File: config.mk
export PLATFORM = sky130hd
export DESIGN_NAME = bcm_line_control_generator_core
export DESIGN_NICKNAME = d
export VERILOG_FILES = /design/src/rtl/core/bcm_lcg_pkg.sv /design/src/rtl/core/bcm_line_control_generator_core.sv
export SDC_FILE = /design/constraint.sdc
export NUM_CORES = 2
export LEC_CHECK = 0
export BUFFER_PORTS_ARGS = -buffer_cell sky130_fd_sc_hd__buf_2
export CAP_MARGIN = 20
export CORE_MARGIN = 1.5
export CORE_UTILIZATION = 29
export DETAILED_ROUTE_END_ITERATION = 16
export PLACE_DENSITY = 0.43
export SYNTH_ARGS = -nofsm -noshare
export SYNTH_HDL_FRONTEND = slang
export SYNTH_SLANG_ARGS = --single-unit
File: constraint.sdc
create_clock -name aclk -period 7.9 [get_ports aclk]
set_input_delay 1.58 -clock aclk [delete_from_list [all_inputs] [get_ports aclk]]
set_output_delay 1.58 -clock aclk [all_outputs]
set_load 0.05 [all_outputs]
File: src/rtl/core/bcm_lcg_pkg.sv
// Shared types and constants of the line control generator.
package bcm_lcg_pkg;

    localparam int unsigned MAX_PLANES = 12;
    localparam int unsigned MAX_ROWS   = 32;

    localparam int unsigned ROW_W   = 5;
    localparam int unsigned PLANE_W = 4;
    localparam int unsigned COL_W   = 12;
    localparam int unsigned LINE_W  = 9;
    localparam int unsigned LEN_W   = 12;
    localparam int unsigned CFG_W   = 12;
    localparam int unsigned CIDX_W  = 3;
    localparam int unsigned GUARD_W = 8;
    localparam int unsigned RCNT_W  = 6;
    localparam int unsigned BRT_W   = 8;

    // Display extension is a 12-bit span shifted left by up to 13 places.
    localparam int unsigned EXT_W = 26;
    localparam int unsigned SUM_W = EXT_W + 1;
    localparam int unsigned RS_W  = 5;
    localparam int unsigned SGN_W = 7;

    localparam logic [LEN_W-1:0] LINE_MAX          = 12'd4095;
    localparam int unsigned      SETTLE_COLS       = 2;
    localparam int unsigned      BRIGHT_STEP_SHIFT = 4;

    localparam logic [CFG_W-1:0]   SHIFT_WIDTH_RST = 12'd64;
    localparam logic [GUARD_W-1:0] LATCH_GUARD_RST = 8'd1;
    localparam logic [3:0]         TRANS_PLANE_RST = 4'd0;
    localparam logic [3:0]         PLANE_CNT_RST   = 4'd8;
    localparam logic [RCNT_W-1:0]  ROW_CNT_RST     = 6'd16;
    localparam logic [BRT_W-1:0]   BRIGHTNESS_RST  = 8'd128;

    typedef enum logic [CIDX_W-1:0] {
        CFG_SHIFT_WIDTH      = 3'd0,
        CFG_LATCH_GUARD      = 3'd1,
        CFG_TRANSITION_PLANE = 3'd2,
        CFG_PLANE_COUNT      = 3'd3,
        CFG_ROW_COUNT        = 3'd4,
        CFG_BRIGHTNESS       = 3'd5
    } cfg_index_t;

    typedef struct packed {
        logic [ROW_W-1:0]   scan_row;
        logic [PLANE_W-1:0] plane;
        logic [COL_W-1:0]   column;
    } in_t;

    typedef struct packed {
        logic [ROW_W-1:0]  row_address;
        logic              display_enable;
        logic              in_shift_section;
        logic [LINE_W-1:0] line_number;
        logic [LEN_W-1:0]  line_length;
    } out_t;

endpackage

File: src/rtl/core/bcm_line_control_generator_core.sv
// Top level of the HUB75 line control generator: five-stage column pipeline.
//
//   Channel   Direction  Handshake            Payload
//   s_        in         s_valid / s_ready    scan_row, plane, column
//   m_        out        m_valid / m_ready    row_address, display_enable,
//                                             in_shift_section, line_number,
//                                             line_length
//   cfg_      in         cfg_wr_en            cfg_index, cfg_wdata
//
// A transfer enters stage one at acceptance and passes stages two to four to
// the result register; one transfer can enter in every cycle unless the result
// side stalls, as the shift, add, multiply and window arithmetic spans the five stages.
// Reset is synchronous and active low: it clears the valid bits and loads the
// reset values into the configuration registers. A result-side stall holds
// occupied stages in place while empty stages still advance, losing nothing.
module bcm_line_control_generator_core (
    input  logic                                    aclk,
    input  logic                                    aresetn,
    input  logic                                    s_valid,
    output logic                                    s_ready,
    input  bcm_lcg_pkg::in_t                        s_data,
    output logic                                    m_valid,
    input  logic                                    m_ready,
    output bcm_lcg_pkg::out_t                       m_data,
    input  logic                                    cfg_wr_en,
    input  logic [bcm_lcg_pkg::CIDX_W-1:0]          cfg_index,
    input  logic [bcm_lcg_pkg::CFG_W-1:0]           cfg_wdata
);
    import bcm_lcg_pkg::*;

    // Stage one: previous line, display extensions and right-shift count.
    typedef struct packed {
        logic [ROW_W-1:0]  row;
        logic [ROW_W-1:0]  back_row;
        logic [COL_W-1:0]  col;
        logic [LINE_W-1:0] line_num;
        logic              le_tp;
        logic [RS_W-1:0]   rs;
        logic              min_hit;
        logic [EXT_W-1:0]  ext;
        logic [EXT_W-1:0]  ext_last;
    } st1_t;

    // Stage two: line length and maximum lit width.
    typedef struct packed {
        logic [ROW_W-1:0]  row;
        logic [ROW_W-1:0]  back_row;
        logic [COL_W-1:0]  col;
        logic [LINE_W-1:0] line_num;
        logic              min_hit;
        logic [EXT_W-1:0]  ext;
        logic [LEN_W-1:0]  len;
        logic [EXT_W-1:0]  maxd;
        logic              kill;
    } st2_t;

    // Stage three: brightness product and column region.
    typedef struct packed {
        logic [ROW_W-1:0]  addr;
        logic              shift;
        logic              main;
        logic [COL_W-1:0]  col;
        logic [LINE_W-1:0] line_num;
        logic              min_hit;
        logic [EXT_W-1:0]  ext;
        logic [LEN_W-1:0]  len;
        logic [EXT_W-1:0]  maxd;
        logic              kill;
        logic [EXT_W-1:0]  dc_raw;
    } st3_t;

    // Stage four: clamped on-time and window start.
    typedef struct packed {
        logic [ROW_W-1:0]  addr;
        logic              shift;
        logic              main;
        logic [COL_W-1:0]  col;
        logic [LINE_W-1:0] line_num;
        logic [EXT_W-1:0]  ext;
        logic [LEN_W-1:0]  len;
        logic              kill;
        logic [EXT_W-1:0]  start;
        logic [EXT_W-1:0]  dc1;
    } st4_t;

    // Extra display time of a plane beyond the guard.
    function automatic logic [EXT_W-1:0] ext_of(input logic [PLANE_W-1:0] b,
                                                input logic [PLANE_W-1:0] t,
                                                input logic [CFG_W-1:0]   dv);
        logic [PLANE_W-1:0] sh;
        sh = b - t - PLANE_W'(1);
        if (b <= t) begin
            return EXT_W'(dv);
        end
        return EXT_W'(dv) << sh;
    endfunction

    // Configuration registers.
    logic [CFG_W-1:0]   shift_width_reg;
    logic [GUARD_W-1:0] latch_guard_reg;
    logic [3:0]         trans_plane_reg;
    logic [3:0]         plane_count_reg;
    logic [RCNT_W-1:0]  row_count_reg;
    logic [BRT_W-1:0]   brightness_reg;

    always_ff @(posedge aclk) begin
        if (!aresetn) begin
            shift_width_reg <= SHIFT_WIDTH_RST;
            latch_guard_reg <= LATCH_GUARD_RST;
            trans_plane_reg <= TRANS_PLANE_RST;
            plane_count_reg <= PLANE_CNT_RST;
            row_count_reg   <= ROW_CNT_RST;
            brightness_reg  <= BRIGHTNESS_RST;
        end else if (cfg_wr_en) begin
            unique case (cfg_index)
                CFG_SHIFT_WIDTH:      shift_width_reg <= cfg_wdata;
                CFG_LATCH_GUARD:      latch_guard_reg <= cfg_wdata[GUARD_W-1:0];
                CFG_TRANSITION_PLANE: trans_plane_reg <= cfg_wdata[3:0];
                CFG_PLANE_COUNT:      plane_count_reg <= cfg_wdata[3:0];
                CFG_ROW_COUNT:        row_count_reg   <= cfg_wdata[RCNT_W-1:0];
                CFG_BRIGHTNESS:       brightness_reg  <= cfg_wdata[BRT_W-1:0];
                default: begin
                end
            endcase
        end
    end

    // Values that follow from configuration alone. The user must change them only
    // while the pipeline is empty (not enforced here); every stage reads them directly.
    logic [PLANE_W-1:0] pn;
    logic [RCNT_W-1:0]  rn;
    logic [ROW_W-1:0]   rn_last;
    logic [CFG_W-1:0]   span;

    always_comb begin
        if (plane_count_reg == '0) begin
            pn = PLANE_W'(1);
        end else if (plane_count_reg > PLANE_W'(MAX_PLANES)) begin
            pn = PLANE_W'(MAX_PLANES);
        end else begin
            pn = plane_count_reg;
        end
        if (row_count_reg == '0) begin
            rn = RCNT_W'(1);
        end else if (row_count_reg > RCNT_W'(MAX_ROWS)) begin
            rn = RCNT_W'(MAX_ROWS);
        end else begin
            rn = row_count_reg;
        end
        rn_last = ROW_W'(rn - RCNT_W'(1));
        // The lit span shrinks to nothing when the guard covers the shift width.
        if (shift_width_reg > CFG_W'(latch_guard_reg)) begin
            span = shift_width_reg - CFG_W'(latch_guard_reg);
        end else begin
            span = '0;
        end
    end

    // Handshake: each stage takes a new item when it is empty or when its
    // own item moves on in the same cycle.
    logic v1_reg, v2_reg, v3_reg, v4_reg, v5_reg;
    logic rdy1, rdy2, rdy3, rdy4, rdy5;

    assign rdy5    = !v5_reg || m_ready;
    assign rdy4    = !v4_reg || rdy5;
    assign rdy3    = !v3_reg || rdy4;
    assign rdy2    = !v2_reg || rdy3;
    assign rdy1    = !v1_reg || rdy2;
    assign s_ready = rdy1;
    assign m_valid = v5_reg;

    always_ff @(posedge aclk) begin
        if (!aresetn) begin
            v1_reg <= 1'b0;
            v2_reg <= 1'b0;
            v3_reg <= 1'b0;
            v4_reg <= 1'b0;
            v5_reg <= 1'b0;
        end else begin
            if (rdy1) begin
                v1_reg <= s_valid;
            end
            if (rdy2) begin
                v2_reg <= v1_reg;
            end
            if (rdy3) begin
                v3_reg <= v2_reg;
            end
            if (rdy4) begin
                v4_reg <= v3_reg;
            end
            if (rdy5) begin
                v5_reg <= v4_reg;
            end
        end
    end

    st1_t st1_reg, st1_next;
    st2_t st2_reg, st2_next;
    st3_t st3_reg, st3_next;
    st4_t st4_reg, st4_next;
    out_t out_reg, out_next;

    // Stage one. Plane zero shows the last plane of the row before, with
    // wrap from the first row to the last one.
    logic [PLANE_W-1:0]     prev_plane;
    logic signed [SGN_W-1:0] a_s, h_s, rs_s, minb_s;

    always_comb begin
        st1_next     = st1_reg;
        st1_next.row = s_data.scan_row;
        st1_next.col = s_data.column;
        if (s_data.plane == '0) begin
            prev_plane = pn - PLANE_W'(1);
            if (s_data.scan_row == '0) begin
                st1_next.back_row = rn_last;
            end else begin
                st1_next.back_row = s_data.scan_row - ROW_W'(1);
            end
        end else begin
            prev_plane        = s_data.plane - PLANE_W'(1);
            st1_next.back_row = s_data.scan_row;
        end
        st1_next.line_num = LINE_W'(({5'b0, s_data.scan_row} * {6'b0, pn})
                                    + {6'b0, s_data.plane});
        st1_next.le_tp    = prev_plane <= trans_plane_reg;
        st1_next.ext      = ext_of(prev_plane, trans_plane_reg, span);
        // Extensions grow with the plane, so the last plane sets the line.
        st1_next.ext_last = ext_of(pn - PLANE_W'(1), trans_plane_reg, span);
        // Right shift for shortened planes; the halving rounds toward minus
        // infinity, which an arithmetic shift gives directly.
        a_s  = $signed({3'b0, pn}) - SGN_W'(1) - $signed({3'b0, prev_plane});
        h_s  = ($signed({3'b0, pn}) - $signed({3'b0, trans_plane_reg}) - SGN_W'(1)) >>> 1;
        rs_s = a_s - h_s - SGN_W'(2);
        if (rs_s < 0) begin
            st1_next.rs = '0;
        end else begin
            st1_next.rs = rs_s[RS_W-1:0];
        end
        // Low planes get at least one lit column once brightness reaches them.
        minb_s = $signed({3'b0, pn}) - SGN_W'(1)
                 - $signed({3'b0, brightness_reg[BRT_W-1:BRIGHT_STEP_SHIFT]});
        st1_next.min_hit = $signed({3'b0, prev_plane}) >= minb_s;
    end

    // Stage two.
    logic [SUM_W-1:0] tot, tot_even;

    always_comb begin
        st2_next          = st2_reg;
        st2_next.row      = st1_reg.row;
        st2_next.back_row = st1_reg.back_row;
        st2_next.col      = st1_reg.col;
        st2_next.line_num = st1_reg.line_num;
        st2_next.min_hit  = st1_reg.min_hit;
        st2_next.ext      = st1_reg.ext;
        tot      = SUM_W'(shift_width_reg) + SUM_W'(latch_guard_reg)
                   + SUM_W'(st1_reg.ext_last);
        tot_even = tot + SUM_W'(tot[0]);
        if (tot_even > SUM_W'(LINE_MAX)) begin
            st2_next.len = LINE_MAX;
        end else begin
            st2_next.len = tot_even[LEN_W-1:0];
        end
        if (st1_reg.le_tp) begin
            st2_next.maxd = st1_reg.ext >> st1_reg.rs;
        end else begin
            st2_next.maxd = st1_reg.ext;
        end
        st2_next.kill = (brightness_reg == '0) || (st1_reg.ext < EXT_W'(2))
                        || (st2_next.maxd < EXT_W'(2));
    end

    // Stage three.
    logic [EXT_W+BRT_W-1:0] prod;
    logic [LEN_W-1:0]       scol;
    logic                   past;

    always_comb begin
        st3_next          = st3_reg;
        st3_next.col      = st2_reg.col;
        st3_next.line_num = st2_reg.line_num;
        st3_next.min_hit  = st2_reg.min_hit;
        st3_next.ext      = st2_reg.ext;
        st3_next.len      = st2_reg.len;
        st3_next.maxd     = st2_reg.maxd;
        st3_next.kill     = st2_reg.kill;
        prod              = st2_reg.maxd * brightness_reg;
        st3_next.dc_raw   = prod[EXT_W+BRT_W-1:BRT_W];
        // The saturated length never falls below the shift width.
        scol              = st2_reg.len - shift_width_reg;
        past              = st2_reg.col >= st2_reg.len;
        st3_next.shift    = !past && (st2_reg.col >= scol);
        st3_next.main     = !past && !(st2_reg.col >= scol);
        if (st3_next.main && (EXT_W'(st2_reg.col) < st2_reg.ext)) begin
            st3_next.addr = st2_reg.back_row;
        end else begin
            st3_next.addr = st2_reg.row;
        end
    end

    // Stage four.
    logic [EXT_W-1:0] dc0, start0;

    always_comb begin
        st4_next          = st4_reg;
        st4_next.addr     = st3_reg.addr;
        st4_next.shift    = st3_reg.shift;
        st4_next.main     = st3_reg.main;
        st4_next.col      = st3_reg.col;
        st4_next.line_num = st3_reg.line_num;
        st4_next.ext      = st3_reg.ext;
        st4_next.len      = st3_reg.len;
        st4_next.kill     = st3_reg.kill;
        if ((st3_reg.dc_raw == '0) && st3_reg.min_hit) begin
            dc0 = EXT_W'(1);
        end else begin
            dc0 = st3_reg.dc_raw;
        end
        if (dc0 > st3_reg.maxd - EXT_W'(1)) begin
            st4_next.dc1 = st3_reg.maxd - EXT_W'(1);
        end else begin
            st4_next.dc1 = dc0;
        end
        // Center the window, but keep it clear of the settling columns.
        start0 = (st3_reg.ext - st4_next.dc1) >> 1;
        if (start0 < EXT_W'(SETTLE_COLS)) begin
            st4_next.start = EXT_W'(SETTLE_COLS);
        end else begin
            st4_next.start = start0;
        end
    end

    // Stage five: trim the window to the available time and test the column.
    logic [SUM_W-1:0] win_end;
    logic [EXT_W-1:0] dc2;

    always_comb begin
        win_end = SUM_W'(st4_reg.start) + SUM_W'(st4_reg.dc1);
        if (win_end > SUM_W'(st4_reg.ext)) begin
            dc2 = st4_reg.ext - st4_reg.start;
        end else begin
            dc2 = st4_reg.dc1;
        end
        out_next.row_address      = st4_reg.addr;
        out_next.display_enable   = st4_reg.main && !st4_reg.kill && (dc2 != '0)
                                    && (EXT_W'(st4_reg.col) >= st4_reg.start)
                                    && (SUM_W'(st4_reg.col)
                                        < SUM_W'(st4_reg.start) + SUM_W'(dc2));
        out_next.in_shift_section = st4_reg.shift;
        out_next.line_number      = st4_reg.line_num;
        out_next.line_length      = st4_reg.len;
    end

    always_ff @(posedge aclk) begin
        if (rdy1) begin
            st1_reg <= st1_next;
        end
        if (rdy2) begin
            st2_reg <= st2_next;
        end
        if (rdy3) begin
            st3_reg <= st3_next;
        end
        if (rdy4) begin
            st4_reg <= st4_next;
        end
        if (rdy5) begin
            out_reg <= out_next;
        end
    end

    assign m_data = out_reg;

endmodule
==> out/results.ini <==
[routing]
routed_wl_um=112000
ant_nets=0
wire_per_inst_um=19.1
dr.pass1.iters=7
vias=27900
viasPerCell=4.77
route.detailed.drc=0
initialDrtViolationCount=1569

[logic_synthesis]
syn-instance-count=3731
seq_area_frac_synth=0.385
syn-cell-area_um2=37800
ys_ff_latch=500
synth_top_flop_cell=edfxtp_1
syn_nets=4296
synth_edf_count=453
synth-async-reset-ratio=0
yosysWarnings=0
synthDistinctLibCells=94
synth_area_per_cell_um2=10.1

[placed_design]
gp_congestion=0.864
place_worst_setup_slack_ns=-0.533
portBuffers=70
hpwl_um=89700

[sta]
worstMarginPinSlew_ns=1.06
setup_viol=1
slew_violations=0
fmax_mhz=125
rsz0062_at_grt=true
slew_headroom=0.297
fin_ws_ns=-0.132
min_period_over_period=1.02
final.min_clock_period_ns=8.03
hold_slack_ns=0.416
finalHoldViolations=0
clock_skew_ns=0.0360

[pwr]
p_seq_frac=0.216
ir_drop_mv=0.283
power_leakage_nw=19.7
power_w=0.0212
internal_power_w=0.0123
clockPowerShare=0.133
p_per_area_nw_per_um2=475
combPwrFrac=0.651
switchingPower_w=0.00896
swShare=0.422

[hold_path]
hp-class=reg -> reg

[clock_network]
clk_pin_slew_ns=0.06
htree_num_levels=2
cts.sinks=500
clockBufferDepth=3
cts-buffers-inserted=59
cts_root_buffer=clkbuf_16
cts_hold_buf=0
cts_tree=done
clkLatencyLatePin_ns=0.66

[setup_path]
cp_top_family=compound AO/OA/AOI/OAI gates
end_kind=flop
cp.arrival_ns=8.39
criticalPathCategory=reg -> reg
required_ns=8.26
cp_max_fo=6
slowest_stage=or4_1
cpPeakStageDelay_ns=0.48
cp-start-kind=flop
cp_num_buf_inv=1
r2r_slack_ns=-0.13

[die]
rows=132
start_util=0.292
floorplan.die_area_um2=133000
die_y_um=364
ios=71
core-area_um2=129000
die_w_um=364

[global_route]
grt_usage=0.168
grt_max_degree=83
grt_overflow=0
grt_pass1_wl_um=171000
grt_pass1_vias=28500
antenna_found_initial=4

[finish]
area_growth_pct=18.2
post-route-util=0.345
fin_nets=4631
seq_area_um2=14500
layout_common_cells=edfxtp_1 (453), inv_1 (410), nand2_1 (383)
mostFrequentLayoutCell=edfxtp_1
antenna_cells=0
multi_input_area_um2=21500
largest_reg_flops=120
drive_above_1_share=0.153
fill_cells=13300

[status]
status=finished, violations left
failed_checks=negative setup slack

[flow_run]
cap_violations=0

final cells by class:
| type | count | share of cell area |
|---|---|---|
| clock buffers | 73 | 0.0349 |
| multi-input cells | 2686 | 0.481 |
| clock inverters | 37 | 0.00988 |
| well taps | 1742 | 0.0488 |
| inverters | 416 | 0.0350 |
| repair buffers | 403 | 0.0649 |
| flip-flops and latches | 500 | 0.325 |
Yosys cell counts, types with 23 or more instances:
library cell	instances	area [µm²]
nor2b_1	50	313
mux2_2	36	405
and2_1	115	719
o21a_1	46	345
o21bai_1	29	218
nand4_1	36	225
a31oi_1	23	144
xor2_1	68	596
a21boi_0	35	263
o21ai_0	156	781
mux2i_1	75	751
ha_1	348	4350
nor2_1	201	754
nor4_1	44	275
o22ai_1	35	219
nand3_1	53	265
nand2b_1	39	244
fa_1	176	3520
dfxtp_1	47	941
a21o_1	89	668
clkbuf_1	113	424
inv_1	412	1550
a211oi_1	24	180
nor3_1	55	275
edfxtp_1	453	13600
nand2_1	387	1450
a21oi_1	210	1050
xnor2_1	124	1090
cells by family (layout without fill, tap and decap cells):
group | Yosys count | after routing | share of synthesized area
simple gates | 1074 | 1074 | 0.139
compound gates | 774 | 774 | 0.132
xor+xnor | 192 | 192 | 0.0445
mux | 122 | 122 | 0.0369
fa+ha+maj | 524 | 524 | 0.208
flops | 500 | 500 | 0.385
buf+inv | 545 | 929 | 0.0544
power groups by stage:
stage	Clock, W	Combinational (W)	Sequential, W
2_1_floorplan	0	0.00793	0.00439
3_3_place_gp	0	0.0135	0.00463
3_5_place_dp	0	0.0135	0.00464
4_1_cts	0.00290	0.0137	0.00459
5_1_grt	0.00299	0.0154	0.00467
6_report	0.00282	0.0138	0.00458
worst paths after layout:
path,startpoint,to,cells after the start
worst min-delay path,out_next[0],m_data[0],0
worst min register to register,out_next[0],m_data[0],0
worst max-delay path,st4_reg[0],m_data[22],39
worst max register to register,st4_reg[0],m_data[22],39
stage by stage:
step / setup TNS (ns) / instance area (µm²) / std cells
detailed placement: -0.548 / 42300 / 5734
floorplan: 0 / 37800 / 3731
global route: -0.797 / 44700 / 5857
finish: -0.132 / 44700 / 5857
global placement: -0.516 / 42300 / 5734
CTS: -0.273 / 44400 / 5847
what timing repair did:
action	4_1_cts	5_1_grt
endpoints found under the setup margin	2	4
cloned	0	1
pin swaps	10	29
gates resized for setup	19	40
buffers inserted	3	9
routing by layer:
layer,up-vias,track usage,wire (µm)
li1,13800,-,-
met1,13600,0.231,53300
met2,385,0.285,53100
met3,125,0.0176,3060
met4,6,0.0370,2380
met5,-,0,28
No activity file was read; power rests on OpenSTA's default activity.
